`src/bcd_calendar_time_editor_macros.svh`:
```
// Assertion macros for the BCD calendar time editor
`ifndef BCD_CALENDAR_TIME_EDITOR_MACROS_SVH
`define BCD_CALENDAR_TIME_EDITOR_MACROS_SVH

// Same-cycle implication, sampled on clk_i, off while rst_ni is low
`define BCTE_ASSERT_IMPL(lbl, ante, cons) \
  lbl: assert property (@(posedge clk_i) disable iff (!rst_ni) (ante) |-> (cons)) \
    else $error("bcte: same-cycle check failed");

// Next-cycle implication, sampled on clk_i, off while rst_ni is low
`define BCTE_ASSERT_NEXT(lbl, ante, cons) \
  lbl: assert property (@(posedge clk_i) disable iff (!rst_ni) (ante) |=> (cons)) \
    else $error("bcte: next-cycle check failed");

`endif

```
`src/bcte_pkg.sv`:
```
// Types, codes and BCD helper functions for the calendar time editor
`default_nettype none

package bcte_pkg;

  // Key event codes
  typedef enum logic [1:0] {
    REQ_SELECT = 2'd0,
    REQ_INC    = 2'd1,
    REQ_DEC    = 2'd2,
    REQ_EXIT   = 2'd3
  } req_e;

  // Field under edit
  typedef enum logic [2:0] {
    FIELD_NONE    = 3'd0,
    FIELD_YEAR    = 3'd1,
    FIELD_MONTH   = 3'd2,
    FIELD_DAY     = 3'd3,
    FIELD_WEEKDAY = 3'd4,
    FIELD_HOUR    = 3'd5,
    FIELD_MIN     = 3'd6,
    FIELD_SEC     = 3'd7
  } field_e;

  // Seven bytes of date and time; sec lands in the low byte
  typedef struct packed {
    logic [7:0] year;
    logic [7:0] weekday;
    logic [7:0] month;
    logic [7:0] day;
    logic [7:0] hour;
    logic [7:0] min;
    logic [7:0] sec;
  } time_t;

  localparam int unsigned TimeW = $bits(time_t);

  localparam logic [7:0] MonthFeb  = 8'h02;
  localparam logic [7:0] MonthJan  = 8'h01;
  localparam logic [7:0] MonthDec  = 8'h12;
  localparam logic [7:0] MonthWrap = 8'h13;
  localparam logic [7:0] MonthSep  = 8'h09;
  localparam logic [7:0] YearWrap  = 8'ha0;
  localparam logic [7:0] YearMax   = 8'h99;
  localparam logic [7:0] HourWrap  = 8'h24;
  localparam logic [7:0] HourMax   = 8'h23;
  localparam logic [7:0] SixtyWrap = 8'h60;
  localparam logic [7:0] SixtyMax  = 8'h59;
  localparam logic [7:0] WdayMax   = 8'h07;
  localparam logic [7:0] DayFirst  = 8'h01;

  // Year 2000 + 10*hi + lo; the only century years in reach are 2000 and 2100
  function automatic logic leap_year(input logic [7:0] y);
    logic [7:0] v;
    v = {1'b0, y[7:4], 3'b000} + {3'b000, y[7:4], 1'b0} + {4'h0, y[3:0]};
    return (v[1:0] == 2'b00) && (v != 8'd100);
  endfunction

  // BCD month length, zero for a month byte that is not a month
  function automatic logic [7:0] month_len(input logic [7:0] m, input logic [7:0] y);
    logic [7:0] len;
    unique case (m) inside
      8'h02: len = leap_year(y) ? 8'h29 : 8'h28;
      8'h01, 8'h03, 8'h05, 8'h07, 8'h08, 8'h10, 8'h12: len = 8'h31;
      8'h04, 8'h06, 8'h09, 8'h11: len = 8'h30;
      default: len = 8'h00;
    endcase
    return len;
  endfunction

  // BCD step up with decimal carry out of the low digit
  function automatic logic [7:0] bcd_up(input logic [7:0] v);
    logic [7:0] s;
    logic [7:0] c;
    s = v + 8'd1;
    c = s + 8'h10;
    return (s[3:0] == 4'ha) ? {c[7:4], 4'h0} : s;
  endfunction

  // BCD step down with borrow into the high digit
  function automatic logic [7:0] bcd_down(input logic [7:0] v);
    logic [7:0] b;
    b = v - 8'h10;
    return (v[3:0] == 4'h0) ? {b[7:4], 4'h9} : (v - 8'd1);
  endfunction

endpackage

`default_nettype wire

```
`src/bcte_edit.sv`:
```
// Combinational edit of the clock bytes for one key event
`default_nettype none

module bcte_edit (
  input  bcte_pkg::req_e   req_i,
  input  bcte_pkg::field_e field_i,
  input  bcte_pkg::time_t  time_i,
  output bcte_pkg::field_e field_o,
  output bcte_pkg::time_t  time_o
);
  import bcte_pkg::*;

  // Field position update: select walks 1..7, exit leaves editing
  always_comb begin
    unique case (req_i)
      REQ_SELECT: field_o = (field_i == FIELD_SEC) ? FIELD_YEAR : field_e'(field_i + 3'd1);
      REQ_EXIT:   field_o = FIELD_NONE;
      default:    field_o = field_i;
    endcase
  end

  // Byte update for increment and decrement
  always_comb begin
    time_t      t;
    logic [7:0] lim;
    t   = time_i;
    lim = 8'h00;
    if (req_i == REQ_INC) begin
      unique case (field_i)
        FIELD_YEAR: begin
          t.year = bcd_up(t.year);
          if (t.year == YearWrap) t.year = 8'h00;
          lim = month_len(MonthFeb, t.year);
          if (t.month == MonthFeb && t.day > lim) t.day = lim;
        end
        FIELD_MONTH: begin
          t.month = bcd_up(t.month);
          if (t.month == MonthWrap) t.month = MonthJan;
          lim = month_len(t.month, t.year);
          if (lim != 8'h00 && t.day > lim) t.day = lim;
        end
        FIELD_DAY: begin
          t.day = bcd_up(t.day);
          lim = month_len(t.month, t.year);
          if (t.month == MonthFeb) begin
            if (t.day > lim) t.day = DayFirst;
          end else if (lim != 8'h00 && t.day == lim + 8'd1) begin
            t.day = DayFirst;
          end
        end
        FIELD_WEEKDAY: begin
          t.weekday = t.weekday + 8'd1;
          if (t.weekday > WdayMax) t.weekday = 8'h01;
        end
        FIELD_HOUR: begin
          t.hour = bcd_up(t.hour);
          if (t.hour == HourWrap) t.hour = 8'h00;
        end
        FIELD_MIN: begin
          t.min = bcd_up(t.min);
          if (t.min == SixtyWrap) t.min = 8'h00;
        end
        FIELD_SEC: begin
          t.sec = bcd_up(t.sec);
          if (t.sec == SixtyWrap) t.sec = 8'h00;
        end
        FIELD_NONE: begin
          t = time_i;
        end
      endcase
    end else if (req_i == REQ_DEC) begin
      unique case (field_i)
        FIELD_YEAR: begin
          t.year = (t.year == 8'h00) ? YearMax : bcd_down(t.year);
          lim = month_len(MonthFeb, t.year);
          if (t.month == MonthFeb && t.day > lim) t.day = lim;
        end
        FIELD_MONTH: begin
          if (t.month == MonthJan) t.month = MonthDec;
          else if (t.month[3:0] == 4'h0) t.month = MonthSep;
          else t.month = t.month - 8'd1;
          lim = month_len(t.month, t.year);
          if (lim != 8'h00 && t.day > lim) t.day = lim;
        end
        FIELD_DAY: begin
          lim = month_len(t.month, t.year);
          if (lim != 8'h00 && t.day == DayFirst) t.day = lim;
          else t.day = bcd_down(t.day);
        end
        FIELD_WEEKDAY: begin
          t.weekday = t.weekday - 8'd1;
          if (t.weekday == 8'h00) t.weekday = WdayMax;
        end
        FIELD_HOUR: t.hour = (t.hour == 8'h00) ? HourMax : bcd_down(t.hour);
        FIELD_MIN:  t.min  = (t.min == 8'h00) ? SixtyMax : bcd_down(t.min);
        FIELD_SEC:  t.sec  = (t.sec == 8'h00) ? SixtyMax : bcd_down(t.sec);
        FIELD_NONE: begin
          t = time_i;
        end
      endcase
    end
    time_o = t;
  end

endmodule

`default_nettype wire

```
`src/bcd_calendar_time_editor.sv`:
```
// Top level of the BCD calendar time editor: input stage, edit logic, result stage
//
//   channel  direction  tdata                            tuser
//   s_axis   in         year..sec bytes (sec lowest)     req_type
//   m_axis   out        year..sec bytes (sec lowest)     edit_field, write_back
//
// One transaction per cycle sustained while m_axis_tready_i stays high; a result moves from
// the input register to the result register once the result register has room, with the whole edit done
// in one pass of the bcte_edit logic.
// Reset clears both stage valid flags and the field position (not editing).
// A stalled output holds its data; the input register takes a transaction while it is
// empty, or while the result register is empty or drained in the same cycle, so two
// transactions wait in the block before s_axis_tready_o drops.
`default_nettype none

module bcd_calendar_time_editor (
  input  wire logic        clk_i,
  input  wire logic        rst_ni,
  input  wire logic        s_axis_tvalid_i,
  output logic             s_axis_tready_o,
  // sec_in, min_in, hour_in, day_in, month_in, weekday_in, year_in
  input  wire logic [55:0] s_axis_tdata_i,
  // req_type
  input  wire logic [1:0]  s_axis_tuser_i,
  output logic             m_axis_tvalid_o,
  input  wire logic        m_axis_tready_i,
  // sec_out, min_out, hour_out, day_out, month_out, weekday_out, year_out
  output logic [55:0]      m_axis_tdata_o,
  // edit_field, write_back
  output logic [3:0]       m_axis_tuser_o
);
  import bcte_pkg::*;

  logic   in_valid_q;
  req_e   in_req_q;
  time_t  in_time_q;
  logic   out_valid_q;
  time_t  out_time_q;
  field_e field_select_q;
  field_e field_select_d;
  time_t  edit_time;
  logic   out_load;
  logic   in_load;

  // Flow control: each stage advances when the one after it has room
  assign out_load        = in_valid_q && (!out_valid_q || m_axis_tready_i);
  assign s_axis_tready_o = !in_valid_q || out_load;
  assign in_load         = s_axis_tvalid_i && s_axis_tready_o;

  // Control state
  always_ff @(posedge clk_i or negedge rst_ni) begin
    if (!rst_ni) begin
      in_valid_q     <= 1'b0;
      out_valid_q    <= 1'b0;
      field_select_q <= FIELD_NONE;
    end else begin
      if (s_axis_tready_o) in_valid_q <= s_axis_tvalid_i;
      if (out_load) begin
        out_valid_q    <= 1'b1;
        field_select_q <= field_select_d;
      end else if (m_axis_tready_i) begin
        out_valid_q <= 1'b0;
      end
    end
  end

  // Payload registers
  always_ff @(posedge clk_i) begin
    if (in_load) begin
      in_req_q  <= req_e'(s_axis_tuser_i);
      in_time_q <= time_t'(s_axis_tdata_i);
    end
    if (out_load) out_time_q <= edit_time;
  end

  // Edit logic
  bcte_edit u_edit (
    .req_i   (in_req_q),
    .field_i (field_select_q),
    .time_i  (in_time_q),
    .field_o (field_select_d),
    .time_o  (edit_time)
  );

  // Field position travels with the result it belongs to
  assign m_axis_tvalid_o = out_valid_q;
  assign m_axis_tdata_o  = out_time_q;
  assign m_axis_tuser_o  = {(field_select_q != FIELD_NONE), field_select_q};

  `include "bcd_calendar_time_editor_macros.svh"

  `BCTE_ASSERT_NEXT(a_exit_clears, out_load && in_req_q == REQ_EXIT, field_select_q == FIELD_NONE)
  `BCTE_ASSERT_NEXT(a_step_keeps_field, out_load && (in_req_q == REQ_INC || in_req_q == REQ_DEC), $stable(field_select_q))
  `BCTE_ASSERT_NEXT(a_stall_holds_input, in_valid_q && out_valid_q && !m_axis_tready_i, in_valid_q && $stable(in_time_q))
  `BCTE_ASSERT_IMPL(a_select_nonzero, out_load && in_req_q == REQ_SELECT, field_select_d != FIELD_NONE)

endmodule

`default_nettype wire

```
`config.mk`:
```
export PLATFORM = sky130hd
export DESIGN_NAME = bcd_calendar_time_editor
export DESIGN_NICKNAME = d
export VERILOG_FILES = /design/src/bcte_pkg.sv /design/src/bcte_edit.sv /design/src/bcd_calendar_time_editor.sv
export VERILOG_INCLUDE_DIRS = /design/src /design/src/src
export SDC_FILE = /design/constraint.sdc
export NUM_CORES = 1
export LEC_CHECK = 0
export ABC_CLOCK_PERIOD_IN_PS = 13400
export BUFFER_PORTS_ARGS = -buffer_cell sky130_fd_sc_hd__buf_2
export CORE_ASPECT_RATIO = 1.1
export CORE_MARGIN = 5
export CORE_UTILIZATION = 40
export DETAILED_ROUTE_END_ITERATION = 7
export PLACE_DENSITY = 0.58
export SLEW_MARGIN = 15
export SYNTH_ARGS = -nofsm -noshare
export SYNTH_HDL_FRONTEND = slang
export SYNTH_SLANG_ARGS = --single-unit
```
`constraint.sdc`:
```
create_clock -name clk_i -period 13.4 [get_ports clk_i]
set_clock_uncertainty 0.05 [all_clocks]
set_input_delay 2.68 -clock clk_i [delete_from_list [all_inputs] [get_ports clk_i]]
set_output_delay 2.68 -clock clk_i [all_outputs]
set_load 0.02 [all_outputs]
```
==> results.json <==
{
  "result_of_the_run": "complete, no violations",
  "route.detailed.drc": 0,
  "grt_first_pass_wirelength_um": 49200,
  "timing.reg2reg.setup_slack_ns": 6.88,
  "grt_max_degree": 76,
  "reg2regPathDepth": 23,
  "stdcell_area_um2": 12100,
  "postSynthRegisterBits": 119,
  "avgRoutedWirePerCell_um": 18.1,
  "cts_made_buffers": 17,
  "setup-violations-final": 0,
  "crit_required_ns": 13.48,
  "max-cap-violations": 0,
  "num_vias": 9780,
  "post-route-period-util_pct": 48.6,
  "cts.path.max_buffers": 2,
  "cts_repair_resize_count": 0,
  "cts_hold_buf": 0,
  "floorplan.initialDensity_pct": 40.2,
  "max_slew.worst_pin.slew_ns": 1.20,
  "gr-total-overflow": 0,
  "synth_area_um2": 10800,
  "reg2reg_to": "m_axis_tdata_o[28]",
  "synth-edff-count": 114,
  "placedCellCount": 1651,
  "hold_path_depth": 1,
  "std_cell_rows": 63,
  "synthDistinctLibCells": 92,
  "htree_levels": 4,
  "die_outline_area_um2": 30300,
  "detail_route.wirelength_um": 30400,
  "design.portCount": 124,
  "hp-class": "reg -> reg",
  "final.fill_count": 2647,
  "number_of_global_route_vias_before_repair": 9493,
  "synth.net_count": 1400,
  "relSlewSlack_pct": 19.8,
  "max_clock_freq_mhz": 153,
  "final-hold-violation-count": 0,
  "drt-initial-drc-count": 674,
  "chipWidth_um": 167,
  "place.port_buffers": 123,
  "globalRouteTotalUtil_pct": 19.8,
  "critical_path.reg2reg.startpoint": "in_time_q[48]",
  "post_route_cells_drive_above_1_share_pct": 15.6,
  "static_leakage_uw": 0.00461,
  "holdCritStartpoint": "in_valid_q",
  "seqCellArea_um2": 3550,
  "finalCriticalPeriod_ns": 6.52,
  "cts_sinks": 119,
  "placement.cell_area_um2": 11500,
  "worst_setup_path_start_kind": "flip-flop",
  "clk_transition_reported_paths_ns": 0.07,
  "vdd_ir_drop_max_uv": 78.4,
  "cellPowerDensity_nw_per_um2": 118,
  "cts_tree": "done",
  "design.core.area_um2": 26800,
  "worst_case_setup_slack_after_placement_ns": 7.02,
  "clk_root_buffer_cell": "sky130_fd_sc_hd__clkbuf_16",
  "design.final.nets": 1468,
  "place_congestion": 0.908,
  "synth-async-reset-ratio_pct": 4.20,
  "clock_insertion_delay_worst_skew_ns": 0.43,
  "grt_setup_unrepaired": "no",
  "instances_no_fill": 1684,
  "setup_total_negative_slack_ns": 0,
  "area_growth_pct": 12.4,
  "crit_path_max_fanout": 14,
  "postSynth.topFlopCell": "sky130_fd_sc_hd__edfxtp_1",
  "die_y_um": 182,
  "drt_antenna_net_count": 0,
  "buffers_inserted_by_post_cts_timing_repair": 0,
  "final-max-slew-violation-count": 0,
  "endpoint_kind": "flip-flop",
  "ys_warn_count": 0,
  "hpwl_um": 21500,
  "timing.final.ws_setup_ns": 6.88,
  "synth_cells": 1245,
  "hold_end": "m_axis_tvalid_o",
  "detailedRoute.firstPassIterationCount": 7,
  "critical_path_arrival_ns": 6.60,
  "drt-vias-per-instance": 5.81,
  "grt_antenna_before_repair": 1,
  "path_class": "reg -> reg",
  "yosysSeqAreaShare_pct": 32.9,
  "multi_input_area_um2": 6680,
  "syn_avg_cell_area_um2": 8.66
}
-- metal layers --
layer  vias to the layer above  global-route usage (%)  routed length, um  share of wire [%]
li1                       4767                       -                  -                  -
met1                      4641                    24.2              12900                 42
met2                       316                    35.1              15100                 49
met3                        56                    3.25               1640                5.4
met4                         0                    7.17                871                2.9
met5                         -                       0                  0                  0
-- cell usage in the layout (no fill, tap or decap), types with 6 or more instances in the layout --
cell type	Yosys	routed
sky130_fd_sc_hd__a21boi_0	6	6
sky130_fd_sc_hd__and3_1	17	17
sky130_fd_sc_hd__mux2_2	10	10
sky130_fd_sc_hd__xor2_1	19	19
sky130_fd_sc_hd__or3_1	9	9
sky130_fd_sc_hd__nor3_1	44	44
sky130_fd_sc_hd__nor2b_1	18	18
sky130_fd_sc_hd__edfxtp_1	114	114
sky130_fd_sc_hd__buf_4	4	6
sky130_fd_sc_hd__o211ai_1	6	6
sky130_fd_sc_hd__ha_1	87	86
sky130_fd_sc_hd__o21ai_0	78	78
sky130_fd_sc_hd__a311oi_1	7	7
sky130_fd_sc_hd__a221oi_1	15	15
sky130_fd_sc_hd__nor2_1	109	109
sky130_fd_sc_hd__nor3b_1	13	13
sky130_fd_sc_hd__o22ai_1	17	17
sky130_fd_sc_hd__o31ai_1	7	7
sky130_fd_sc_hd__inv_1	55	55
sky130_fd_sc_hd__nand2b_1	12	12
sky130_fd_sc_hd__buf_2	15	123
sky130_fd_sc_hd__nand3_1	36	36
sky130_fd_sc_hd__a22oi_1	10	10
sky130_fd_sc_hd__a31oi_1	16	16
sky130_fd_sc_hd__and2_1	13	11
sky130_fd_sc_hd__a211oi_1	15	15
sky130_fd_sc_hd__nor4_1	8	8
sky130_fd_sc_hd__a21o_1	12	12
sky130_fd_sc_hd__nand4_1	22	22
sky130_fd_sc_hd__mux2i_1	9	9
sky130_fd_sc_hd__or2_2	11	11
sky130_fd_sc_hd__clkbuf_16	0	17
sky130_fd_sc_hd__nand2_1	115	115
sky130_fd_sc_hd__a21oi_1	87	87
sky130_fd_sc_hd__a211o_1	7	7
sky130_fd_sc_hd__xnor2_1	47	47
sky130_fd_sc_hd__fa_1	6	6
-- area by class of cell --
type / instances / share of cell area (%)
Timing Repair Buffer: 129 / 5.45
Clock buffer: 17 / 3.51
Sequential cell: 119 / 29.3
Tap cell: 357 / 3.69
Inverter: 56 / 1.73
Antenna cell: 1 / 0.0207
Multi-Input combinational cell: 990 / 55.1
Clock inverter: 15 / 1.20
-- registers in the layout, summed over array words and instances (netlist names) --
register,count
in_time_q,56
m_axis_tdata_o,56
field_select_q,3
in_req_q,2
in_valid_q,1
m_axis_tvalid_o,1
-- critical path, stage by stage, from the launching register on --
cell and delay [ns]:
sky130_fd_sc_hd__edfxtp_1 0.61, sky130_fd_sc_hd__ha_1 0.53, sky130_fd_sc_hd__nand3_1 0.16, sky130_fd_sc_hd__xnor2_1 0.26
sky130_fd_sc_hd__ha_1 0.25, sky130_fd_sc_hd__and4b_1 0.18, sky130_fd_sc_hd__or3b_2 0.45, sky130_fd_sc_hd__a221oi_1 0.40
sky130_fd_sc_hd__a21boi_0 0.25, sky130_fd_sc_hd__ha_1 0.34, sky130_fd_sc_hd__ha_1 0.23, sky130_fd_sc_hd__fa_1 0.40
sky130_fd_sc_hd__a21o_1 0.20, sky130_fd_sc_hd__a21oi_1 0.17, sky130_fd_sc_hd__xnor2_1 0.10, sky130_fd_sc_hd__a221oi_1 0.29
sky130_fd_sc_hd__ha_1 0.28, sky130_fd_sc_hd__nand4_1 0.08, sky130_fd_sc_hd__o21ai_0 0.10, sky130_fd_sc_hd__a21oi_1 0.33
sky130_fd_sc_hd__nor2_1 0.10, sky130_fd_sc_hd__a21o_1 0.20, sky130_fd_sc_hd__a221oi_1 0.21, sky130_fd_sc_hd__a221oi_1 0.08
-- cell families after synthesis --
group	synth area share, %
AOI/OAI and AO/OA	21.8
xor gates and xnor gates	5.36
adders and majority gates	11.2
buffers and inverters	5.19
DFF	32.9
muxes	1.88
and+or+nand+nor	21.7
-- Yosys cell counts (all sizes together) (7+ instances only) --
cell type | n | share of area [%]
nand2 | 116 | 4.1
edfxtp | 114 | 32
nor2 | 110 | 3.9
a21oi | 88 | 4.2
ha | 87 | 10
o21ai | 81 | 3.8
clkbuf | 55 | 1.9
inv | 55 | 1.9
xnor2 | 47 | 3.8
nor3 | 45 | 2.2
nand3 | 36 | 1.7
buf | 25 | 1.3
nand4 | 22 | 1.3
xor2 | 19 | 1.5
nor2b | 18 | 1.0
a211oi | 17 | 1.3
and3 | 17 | 0.99
o22ai | 17 | 0.99
a221oi | 16 | 1.4
a31oi | 16 | 0.93
and2 | 13 | 0.75
nor3b | 13 | 0.91
a21o | 12 | 0.84
nand2b | 12 | 0.70
or2 | 12 | 0.70
a22oi | 10 | 0.70
mux2 | 10 | 1.0
or3 | 10 | 0.63
mux2i | 9 | 0.84
nor4 | 8 | 0.46
a211o | 7 | 0.57
a311oi | 7 | 0.57
o31ai | 7 | 0.49
-- worst max-delay path by stage --
stage | startpoint | to | slack (ns) | cells past startpoint
3_3_place_gp | in_time_q[48] | m_axis_tdata_o[28] | 7.12 | 23
3_5_place_dp | in_time_q[48] | m_axis_tdata_o[28] | 7.02 | 23
5_1_grt | in_time_q[48] | m_axis_tdata_o[28] | 6.44 | 24
4_1_cts | in_time_q[48] | m_axis_tdata_o[28] | 6.97 | 23
6_report | in_time_q[48] | m_axis_tdata_o[28] | 6.88 | 23
2_1_floorplan | m_axis_tready_i | s_axis_tready_o | 7.71 | 1
-- report_power, final --
part           total [uW]  leakage (uW)  switching (uW)  internal (uW)
clock network         464      0.000271             204            260
logic                 450       0.00319             288            162
registers             512       0.00115            52.2            460
total                1430       0.00461             545            881
-- per-stage QoR --
step,total power [uW],hold WS [ns],utilization (%)
finish,1430,0.448,45.2
global route,1510,0.482,45.2
CTS,1430,0.452,45.2
detailed placement,967,0.434,43.1
global placement,964,0.427,43.1
floorplan,833,0.399,-
(Power assumes the default switching activity.)
